$ cat config.mk
export PLATFORM = sky130hd
export DESIGN_NAME = idle_percent_from_counter_deltas_unit_flat
export DESIGN_NICKNAME = d
export VERILOG_FILES = /design/src/ipc_pkg.sv /design/src/ipc_in_if.sv /design/src/ipc_out_if.sv /design/src/ipc_alu.sv /design/src/idle_percent_from_counter_deltas_unit.sv /design/src/flat_wrapper.sv
export SDC_FILE = /design/constraint.sdc
export NUM_CORES = 2
export LEC_CHECK = 0
export BUFFER_PORTS_ARGS = -buffer_cell sky130_fd_sc_hd__clkbuf_2
export CORE_ASPECT_RATIO = 0.75
export CORE_MARGIN = 1.5
export CORE_UTILIZATION = 30
export DETAILED_ROUTE_END_ITERATION = 10
export HOLD_SLACK_MARGIN = 0.02
export SLEW_MARGIN = 20
export SYNTH_ARGS = -nofsm -noshare
export SYNTH_HDL_FRONTEND = slang
export SYNTH_SLANG_ARGS = --single-unit
$ cat constraint.sdc
create_clock -name i_clk -period 26.4 [get_ports i_clk]
set_input_delay 5.28 -clock i_clk [delete_from_list [all_inputs] [get_ports i_clk]]
set_output_delay 5.28 -clock i_clk [all_outputs]
set_load 0.01 [all_outputs]
$ cat src/ipc_pkg.sv
package ipc_pkg;

    localparam int FIELD_BITS = 64;
    localparam int CNT_BITS   = 64;
    localparam int ACC_BITS   = CNT_BITS + 8;
    localparam int PCT_BITS   = 7;
    localparam int SLOTS      = 8;
    localparam int SLOT_BITS  = $clog2(SLOTS);
    localparam int DIV_STEPS  = PCT_BITS;
    localparam int STEP_BITS  = $clog2(DIV_STEPS);

    localparam logic [SLOT_BITS-1:0] SLOT_USER = SLOT_BITS'(0);
    localparam logic [SLOT_BITS-1:0] SLOT_IDLE = SLOT_BITS'(3);
    localparam logic [SLOT_BITS-1:0] SLOT_LAST = SLOT_BITS'(SLOTS - 1);
    localparam logic [PCT_BITS-1:0]  PCT_FULL  = PCT_BITS'(100);

    // multiply by 100 as (x << 6) + (x << 5) + (x << 2)
    localparam int MUL_SHIFT_A = 6;
    localparam int MUL_SHIFT_B = 5;
    localparam int MUL_SHIFT_C = 2;

    localparam logic [STEP_BITS-1:0] MUL_STEP_B    = STEP_BITS'(0);
    localparam logic [STEP_BITS-1:0] MUL_STEP_C    = STEP_BITS'(1);
    localparam logic [STEP_BITS-1:0] MUL_STEP_HALF = STEP_BITS'(2);

    typedef enum logic [2:0] {
        S_IDLE,
        S_GUEST,
        S_DELTA,
        S_ACCUM,
        S_CMP,
        S_MUL,
        S_DIV,
        S_OUT
    } t_state;

    typedef struct packed {
        logic [FIELD_BITS-1:0] user_ticks;
        logic [FIELD_BITS-1:0] nice_ticks;
        logic [FIELD_BITS-1:0] system_ticks;
        logic [FIELD_BITS-1:0] idle_ticks;
        logic [FIELD_BITS-1:0] iowait_ticks;
        logic [FIELD_BITS-1:0] irq_ticks;
        logic [FIELD_BITS-1:0] softirq_ticks;
        logic [FIELD_BITS-1:0] steal_ticks;
        logic [FIELD_BITS-1:0] guest_ticks;
    } t_sample;

    typedef struct packed {
        logic [PCT_BITS-1:0] idle_percent;
        logic                first_sample;
        logic                held_previous;
    } t_result;

    typedef struct packed {
        logic [ACC_BITS-1:0] a;
        logic [ACC_BITS-1:0] b;
        logic                sub;
    } t_alu_req;

    typedef struct packed {
        logic [ACC_BITS-1:0] res;
        logic                no_borrow;
    } t_alu_rsp;

endpackage

$ cat src/ipc_in_if.sv
interface ipc_in_if
    import ipc_pkg::*;
();
    logic    valid;
    logic    ready;
    t_sample data;

    modport source (output valid, output data, input ready);
    modport sink   (input valid, input data, output ready);
endinterface

$ cat src/ipc_out_if.sv
interface ipc_out_if
    import ipc_pkg::*;
();
    logic    valid;
    logic    ready;
    t_result data;

    modport source (output valid, output data, input ready);
    modport sink   (input valid, input data, output ready);
endinterface

$ cat src/ipc_alu.sv
module ipc_alu
    import ipc_pkg::*;
(
    input  t_alu_req i_req,
    output t_alu_rsp o_rsp
);

    logic [ACC_BITS:0] sum;

    // carry out of a - b is set when a >= b
    always_comb begin
        sum = {1'b0, i_req.a} + {1'b0, (i_req.sub ? ~i_req.b : i_req.b)}
              + (ACC_BITS + 1)'(i_req.sub);
        o_rsp.res       = sum[ACC_BITS-1:0];
        o_rsp.no_borrow = sum[ACC_BITS];
    end

endmodule

$ cat src/idle_percent_from_counter_deltas_unit.sv
// Idle percentage from nine cumulative time counters. Each accepted sample is
// compared with the stored one (user and guest folded together), and the block
// returns round(100 * idle / total) over the interval, saturated at 100, with
// first_sample set for the first sample after reset and held_previous set when
// the counters did not move (the last percentage is repeated and the stored
// snapshot is kept). All work runs on one shared 72-bit adder/subtractor under
// a small sequencer: one step for user plus guest, two per counter for the
// delta and running total, one compare, three adds for the times-100 product
// and its rounding term, and seven restoring division steps. A first sample
// skips all but the user-plus-guest step, and a held or saturated one skips
// the product and the division; the input is ready again the cycle after the
// result beat is taken.
module idle_percent_from_counter_deltas_unit
    import ipc_pkg::*;
(
    input  logic      i_clk,
    input  logic      i_rst_n,
    ipc_in_if.sink    i_sample,
    ipc_out_if.source o_result
);

    t_state               r_state, n_state;
    logic [SLOT_BITS-1:0] r_slot, n_slot;
    logic [STEP_BITS-1:0] r_step, n_step;
    logic [CNT_BITS-1:0]  r_now  [SLOTS];
    logic [CNT_BITS-1:0]  r_prev [SLOTS];
    logic [CNT_BITS-1:0]  r_guest;
    logic [CNT_BITS-1:0]  r_d, n_d;
    logic [CNT_BITS-1:0]  r_idle, n_idle;
    logic [CNT_BITS-1:0]  r_total, n_total;
    logic [ACC_BITS-1:0]  r_acc, n_acc;
    logic [PCT_BITS-1:0]  r_quo, n_quo;
    logic [PCT_BITS-1:0]  r_prev_pct;
    logic                 r_have_prev;
    logic                 r_commit, n_commit;
    t_result              r_res, n_res;
    logic                 cap_en;
    logic                 user_wr;
    logic                 commit_en;
    t_alu_req             alu_req;
    t_alu_rsp             alu_rsp;

    ipc_alu u_alu (
        .i_req (alu_req),
        .o_rsp (alu_rsp)
    );

    assign i_sample.ready = (r_state == S_IDLE);
    assign o_result.valid = (r_state == S_OUT);
    assign o_result.data  = r_res;

    always_ff @(posedge i_clk) begin
        if (!i_rst_n) begin
            r_state     <= S_IDLE;
            r_slot      <= '0;
            r_step      <= '0;
            r_commit    <= 1'b0;
            r_have_prev <= 1'b0;
            r_prev_pct  <= PCT_FULL;
        end else begin
            r_state  <= n_state;
            r_slot   <= n_slot;
            r_step   <= n_step;
            r_commit <= n_commit;
            if (commit_en) begin
                r_have_prev <= 1'b1;
                r_prev_pct  <= r_res.idle_percent;
            end
        end
    end

    always_ff @(posedge i_clk) begin
        r_d     <= n_d;
        r_idle  <= n_idle;
        r_total <= n_total;
        r_acc   <= n_acc;
        r_quo   <= n_quo;
        r_res   <= n_res;
        if (cap_en) begin
            r_now[0] <= i_sample.data.user_ticks[CNT_BITS-1:0];
            r_now[1] <= i_sample.data.nice_ticks[CNT_BITS-1:0];
            r_now[2] <= i_sample.data.system_ticks[CNT_BITS-1:0];
            r_now[3] <= i_sample.data.idle_ticks[CNT_BITS-1:0];
            r_now[4] <= i_sample.data.iowait_ticks[CNT_BITS-1:0];
            r_now[5] <= i_sample.data.irq_ticks[CNT_BITS-1:0];
            r_now[6] <= i_sample.data.softirq_ticks[CNT_BITS-1:0];
            r_now[7] <= i_sample.data.steal_ticks[CNT_BITS-1:0];
            r_guest  <= i_sample.data.guest_ticks[CNT_BITS-1:0];
        end else if (user_wr) begin
            r_now[SLOT_USER] <= alu_rsp.res[CNT_BITS-1:0];
        end
        if (commit_en) begin
            for (int i = 0; i < SLOTS; i++) begin
                r_prev[i] <= r_now[i];
            end
        end
    end

    always_comb begin
        n_state   = r_state;
        n_slot    = r_slot;
        n_step    = r_step;
        n_d       = r_d;
        n_idle    = r_idle;
        n_total   = r_total;
        n_acc     = r_acc;
        n_quo     = r_quo;
        n_res     = r_res;
        n_commit  = r_commit;
        cap_en    = 1'b0;
        user_wr   = 1'b0;
        commit_en = 1'b0;
        alu_req   = '0;

        unique case (r_state)
            S_IDLE: begin
                if (i_sample.valid) begin
                    cap_en  = 1'b1;
                    n_state = S_GUEST;
                end
            end
            S_GUEST: begin
                alu_req.a = ACC_BITS'(r_now[SLOT_USER]);
                alu_req.b = ACC_BITS'(r_guest);
                user_wr   = 1'b1;
                n_slot    = '0;
                n_total   = '0;
                if (r_have_prev) begin
                    n_state = S_DELTA;
                end else begin
                    n_res    = '{idle_percent: PCT_FULL, first_sample: 1'b1,
                                 held_previous: 1'b0};
                    n_commit = 1'b1;
                    n_state  = S_OUT;
                end
            end
            S_DELTA: begin
                alu_req.a   = ACC_BITS'(r_now[r_slot]);
                alu_req.b   = ACC_BITS'(r_prev[r_slot]);
                alu_req.sub = 1'b1;
                n_d         = alu_rsp.res[CNT_BITS-1:0];
                if (r_slot == SLOT_IDLE) begin
                    n_idle = alu_rsp.res[CNT_BITS-1:0];
                end
                n_state = S_ACCUM;
            end
            S_ACCUM: begin
                alu_req.a = ACC_BITS'(r_total);
                alu_req.b = ACC_BITS'(r_d);
                n_total   = alu_rsp.res[CNT_BITS-1:0];
                if (r_slot == SLOT_LAST) begin
                    n_state = S_CMP;
                end else begin
                    n_slot  = r_slot + SLOT_BITS'(1);
                    n_state = S_DELTA;
                end
            end
            S_CMP: begin
                alu_req.a   = ACC_BITS'(r_idle);
                alu_req.b   = ACC_BITS'(r_total);
                alu_req.sub = 1'b1;
                if (r_total == '0) begin
                    n_res    = '{idle_percent: r_prev_pct, first_sample: 1'b0,
                                 held_previous: 1'b1};
                    n_commit = 1'b0;
                    n_state  = S_OUT;
                end else if (alu_rsp.no_borrow) begin
                    // idle at least total: saturate
                    n_res    = '{idle_percent: PCT_FULL, first_sample: 1'b0,
                                 held_previous: 1'b0};
                    n_commit = 1'b1;
                    n_state  = S_OUT;
                end else begin
                    n_acc   = ACC_BITS'(r_idle) << MUL_SHIFT_A;
                    n_step  = MUL_STEP_B;
                    n_state = S_MUL;
                end
            end
            S_MUL: begin
                alu_req.a = r_acc;
                unique case (r_step)
                    MUL_STEP_B: alu_req.b = ACC_BITS'(r_idle) << MUL_SHIFT_B;
                    MUL_STEP_C: alu_req.b = ACC_BITS'(r_idle) << MUL_SHIFT_C;
                    // rounding term: half of the total
                    default:    alu_req.b = ACC_BITS'(r_total >> 1);
                endcase
                n_acc = alu_rsp.res;
                if (r_step == MUL_STEP_HALF) begin
                    n_step  = STEP_BITS'(DIV_STEPS - 1);
                    n_quo   = '0;
                    n_state = S_DIV;
                end else begin
                    n_step = r_step + STEP_BITS'(1);
                end
            end
            S_DIV: begin
                // quotient is below 128, so seven trial subtractions cover it
                alu_req.a   = r_acc;
                alu_req.b   = ACC_BITS'(r_total) << r_step;
                alu_req.sub = 1'b1;
                if (alu_rsp.no_borrow) begin
                    n_acc         = alu_rsp.res;
                    n_quo[r_step] = 1'b1;
                end
                if (r_step == '0) begin
                    n_res    = '{idle_percent: n_quo, first_sample: 1'b0,
                                 held_previous: 1'b0};
                    n_commit = 1'b1;
                    n_state  = S_OUT;
                end else begin
                    n_step = r_step - STEP_BITS'(1);
                end
            end
            S_OUT: begin
                if (o_result.ready) begin
                    commit_en = r_commit;
                    n_state   = S_IDLE;
                end
            end
            default: begin
                n_state = S_IDLE;
            end
        endcase
    end

endmodule
$ cat src/flat_wrapper.sv
// flat-port wrapper written by rule: the top's interface ports become plain ports
module idle_percent_from_counter_deltas_unit_flat import ipc_pkg::*;
  (i_clk, i_rst_n, i_sample_valid, i_sample_data, i_sample_ready, o_result_valid, o_result_data, o_result_ready);
  ipc_in_if i_sample_i ();
  ipc_out_if o_result_i ();
  input  logic i_clk;
  input  logic i_rst_n;
  input wire logic [$bits(i_sample_i.valid)-1:0] i_sample_valid;
  input wire logic [$bits(i_sample_i.data)-1:0] i_sample_data;
  output wire logic [$bits(i_sample_i.ready)-1:0] i_sample_ready;
  output wire logic [$bits(o_result_i.valid)-1:0] o_result_valid;
  output wire logic [$bits(o_result_i.data)-1:0] o_result_data;
  input wire logic [$bits(o_result_i.ready)-1:0] o_result_ready;
  assign i_sample_i.valid = i_sample_valid;
  assign i_sample_i.data = i_sample_data;
  assign i_sample_ready = i_sample_i.ready;
  assign o_result_valid = o_result_i.valid;
  assign o_result_data = o_result_i.data;
  assign o_result_i.ready = o_result_ready;
  idle_percent_from_counter_deltas_unit u_core (.i_clk(i_clk), .i_rst_n(i_rst_n), .i_sample(i_sample_i), .o_result(o_result_i));
endmodule
==> metrics.md <==
| Metric | Value |
|---|---|
| Synth cell types | 74 |
| Buffer depth of the longest clock path | 4 |
| Site row count | 147 |
| Synthesis Warnings | 0 |
| Number of filler instances in the final layout | 20500 |
| Drc violations | 0 |
| Slowest CP cell | sky130_fd_sc_hd__buf_4 |
| Number of synthesized flops with an enable pin | 1368 |
| Finished Core Util | 0.354 |
| Crit path time final | 8.64 ns |
| Critical Path RT | between 20 and 25 ns |
| Reg-to-Reg Start | u_core.r_state[1] |
| Grt total ovfl | 0 |
| TritonCTS clock tree | built |
| Run status | completed |
| Final-report setup violation count | 0 |
| Synthesis-stage register bit count | 1389 |
| Length in cells of the worst reg-to-reg path | 20 |
| Clock tree root driver cell | sky130_fd_sc_hd__clkbuf_16 |
| Share of synthesized cell area in full adder, half adder and majority cells | 0.0156 |
| Sequential element share of the synthesized area | 0.642 |
| Fin Setup TNS | 0 ns |
| RSZ-0062 raised after global routing | false |
| Start-to-end type of the worst setup path | reg -> out |
| Class of the tightest hold or removal check | reg -> reg |
| Power density relative to cell area | around 81 nW/µm² |
| Syn Std Cell Area | 64700 µm² |
| Height of the die | ~400 µm |
| Chain of cells forming the critical path | buf_4 > inv_1 > nor2_1 > clkbuf_2 |
| Area of combinational cells with multiple inputs | 21800 µm² |
| Wirelength per Cell | 27.0 µm |
| Critical path destination | o_result_valid |
| Initial antenna violation count | 53 |
| Final hold violation count | 0 |
| Post-DP HPWL | 149 mm |
| Critical Path Max Stage Delay | about 0.76 ns |
| Leading cell types in the layout, fill and taps excluded | sky130_fd_sc_hd__edfxtp_1 (1368), sky130_fd_sc_hd__clkbuf_2 (590), sky130_fd_sc_hd__nand2_1 (404), sky130_fd_sc_hd__mux2i_1 (384), sky130_fd_sc_hd__mux4_2 (282) |
| Crit path max fanout | 57 |
| Number of max-capacitance violations reported | 0 |
| Antenna violation net count after detailed routing | 0 |
| Number of search-and-repair iterations in the first detailed-routing pass | 10 |
| Top FF cell, synth | sky130_fd_sc_hd__edfxtp_1 |
| Gate Count Post-Synth | 4314 |
| Final clock skew | 0.0936 ns |
| Critical path launch point | u_core.r_state[0] |
| Top area cells in the synthesized netlist | sky130_fd_sc_hd__edfxtp_1 (64%), sky130_fd_sc_hd__mux4_2 (9.8%), sky130_fd_sc_hd__mux2i_1 (5.9%) |
| Num CTS Buffers | 157 |
| First-pass GRT wire length | 300 mm |
| Compound-Gate Fraction of Synth Area | 0.0922 |
| DR vias/cell | between 5 and 6 |
| Post CTS Setup Buffer Count | 0 |
| Ratio of cells with drive above 1 in the final layout | 0.258 |
| Sequential standard cell area | 41500 µm² |
| Die outline area | 218000 µm² |
| Net count after synthesis | slightly below 5000 |
| Clock-pin slew on the worst setup and hold paths | about 0.07 ns |
| Highest achievable clock rate | 116 MHz |
| Cell leakage power | between 20 and 30 nW |
| Ys async rst share | 0 |
| Critical Path End Type | primary output |
| Routability Congestion | around 0.9 |
| All-Layer GR Usage | 0.187 |
| Post-Synth XOR/XNOR Area | 0.00826 |
| Hold buffers post-CTS | 0 |
| Starting DRC count in detailed routing | 4789 |
| Routed WL | 211 mm |
| Period utilisation layout | 0.327 |
| Top cell type by total area after synthesis | sky130_fd_sc_hd__edfxtp_1 |
| Hold_ws | about 0.38 ns |
| Max-slew violation count | 0 |
| Slew at the pin closest to its max-slew limit | around 1.1 ns |
| Number of global-route vias before repair | 41200 |
| Simple-gate share of the synthesized area | 0.0502 |
| Post-CTS sizing | 0 |
| Main combinational cell family by area after synthesis | multiplexers |
| Area inside the core boundary | 214000 µm² |
| Number of top-level pins | 591 |
| Setup slack, reg-to-reg | 18.27 ns |
| Final net count | 5493 |
| Post-synth top area share | 0.635 |
| Count of input and output buffers | between 500 and 600 |
| Most frequent standard cell in the layout excluding fill and tap cells | sky130_fd_sc_hd__edfxtp_1 |
| Die W | 539 µm |
| Mux contribution to synthesized area | 0.169 |
| Sink count of the clock tree | 1389 |
| Maximum number of pins on one net before global-route repair | 156 |
| Area added between synthesis and finish | 17.2% |
| Starting density of the core | 0.302 |
| Per-instance average area after synthesis | 15.0 µm² |
| WP data arrival | 3.36 ns |
| Clock latency on the worst-skew pair | roughly 0.84 ns |
| Worst vdd rail ir drop | approximately 0.000044 V |
| Reg-to-reg endpoint | u_core.r_acc[43] |
| Via count | 42200 |
| Remaining max-slew budget at the tightest pin | 0.242 |
| H-tree depth | 4 |
| Crit start category | register |
==> worst min-delay path by stage <==
| stage | from | endpoint | slack (ns) | depth (start not counted) |
|---|---|---|---|---|
| 2_1_floorplan | u_core.r_now[2][10] | u_core.r_prev[2][10] | 0.42 | 0 |
| 3_3_place_gp | u_core.r_now[6][58] | u_core.r_prev[6][58] | 0.42 | 0 |
| 3_5_place_dp | u_core.r_now[6][50] | u_core.r_prev[6][50] | 0.43 | 0 |
| 4_1_cts | u_core.r_now[7][20] | u_core.r_prev[7][20] | 0.38 | 0 |
| 5_1_grt | u_core.r_now[5][20] | u_core.r_prev[5][20] | 0.41 | 0 |
| 6_report | u_core.r_now[7][20] | u_core.r_prev[7][20] | 0.38 | 0 |
==> flip-flops by register name, summed over array words and instances, names as in the netlist, named ones only <==
name,flops
u_core.r_quo,7
u_core.r_acc,72
u_core.o_result.data,9
u_core.r_slot,3
u_core.r_prev,512
u_core.r_state,3
u_core.r_total,64
u_core.r_guest,64
u_core.r_commit,1
u_core.r_d,64
u_core.r_have_prev,1
u_core.r_idle,64
u_core.r_step,3
u_core.r_prev_pct,7
u_core.r_now,512
==> Yosys cell counts (12+ instances only) <==
cell type	number
sky130_fd_sc_hd__mux2i_1	384
sky130_fd_sc_hd__a21oi_1	236
sky130_fd_sc_hd__and2_1	23
sky130_fd_sc_hd__nor4_1	20
sky130_fd_sc_hd__nand4_1	37
sky130_fd_sc_hd__edfxtp_1	1368
sky130_fd_sc_hd__o21ai_0	238
sky130_fd_sc_hd__buf_1	62
sky130_fd_sc_hd__ha_1	79
sky130_fd_sc_hd__o221ai_1	70
sky130_fd_sc_hd__nor3_1	26
sky130_fd_sc_hd__o31ai_1	13
sky130_fd_sc_hd__o211ai_1	62
sky130_fd_sc_hd__a22oi_1	63
sky130_fd_sc_hd__o21a_1	12
sky130_fd_sc_hd__mux4_2	282
sky130_fd_sc_hd__clkbuf_1	235
sky130_fd_sc_hd__a222oi_1	57
sky130_fd_sc_hd__xnor2_1	30
sky130_fd_sc_hd__xor2_1	31
sky130_fd_sc_hd__mux2_2	68
sky130_fd_sc_hd__nand2_1	408
sky130_fd_sc_hd__nor2_1	152
sky130_fd_sc_hd__dfxtp_1	21
sky130_fd_sc_hd__a21o_1	40
sky130_fd_sc_hd__nor2b_1	17
sky130_fd_sc_hd__and3_1	12
sky130_fd_sc_hd__o21bai_1	18
sky130_fd_sc_hd__a31oi_1	14
sky130_fd_sc_hd__inv_1	94
==> critical path, delay by kind of cell (launching register included) <==
kind / cells / cell delay, ns
buf+inv: 3 / 1.40
simple gates: 1 / 0.30
flops: 1 / 0.73
==> per-stage QoR <==
step / instances / total power [mW] / worst slack [ns] / area [µm²]
3_3_place_gp: 7503 / 4.03 / 17.11 / 70800
2_1_floorplan: 4314 / 3.60 / 5.62 / 64700
4_1_cts: 7777 / 6.21 / 17.67 / 75700
6_report: 7796 / 6.17 / 17.76 / 75800
3_5_place_dp: 7503 / 4.05 / 16.95 / 70800
5_1_grt: 7786 / 6.42 / 17.68 / 75800
==> kinds of logic after synthesis <==
kind of cell,count (synthesis)
AND/OR/NAND/NOR,742
multiplexers,734
AO/OA/AOI/OAI,914
adder cells (fa/ha/maj),80
XOR/XNOR,61
buffers and inverters,394
flip-flops,1389
==> metal layers <==
layer	share of wire	global-route usage	vias up
met5	0.0013	0	-
met4	0.027	0.0505	48
met3	0.094	0.0474	397
met2	0.43	0.272	2160
met1	0.45	0.276	21300
li1	-	-	18300
==> layout make-up <==
cell class                      count  share of cell area
Sequential cell                  1389               0.548
Multi-Input combinational cell   2531               0.288
Clock buffer                      181              0.0540
Tap cell                         2831              0.0467
Timing Repair Buffer              658              0.0467
Clock inverter                     93              0.0115
Inverter                           96             0.00480
Antenna cell                       17            0.000561
==> where the power goes <==
group          switching (mW)  internal (mW)
registers               0.130           2.67
clock network           0.913           1.23
logic                   0.817          0.405
Power figures use the tool's default switching activity.
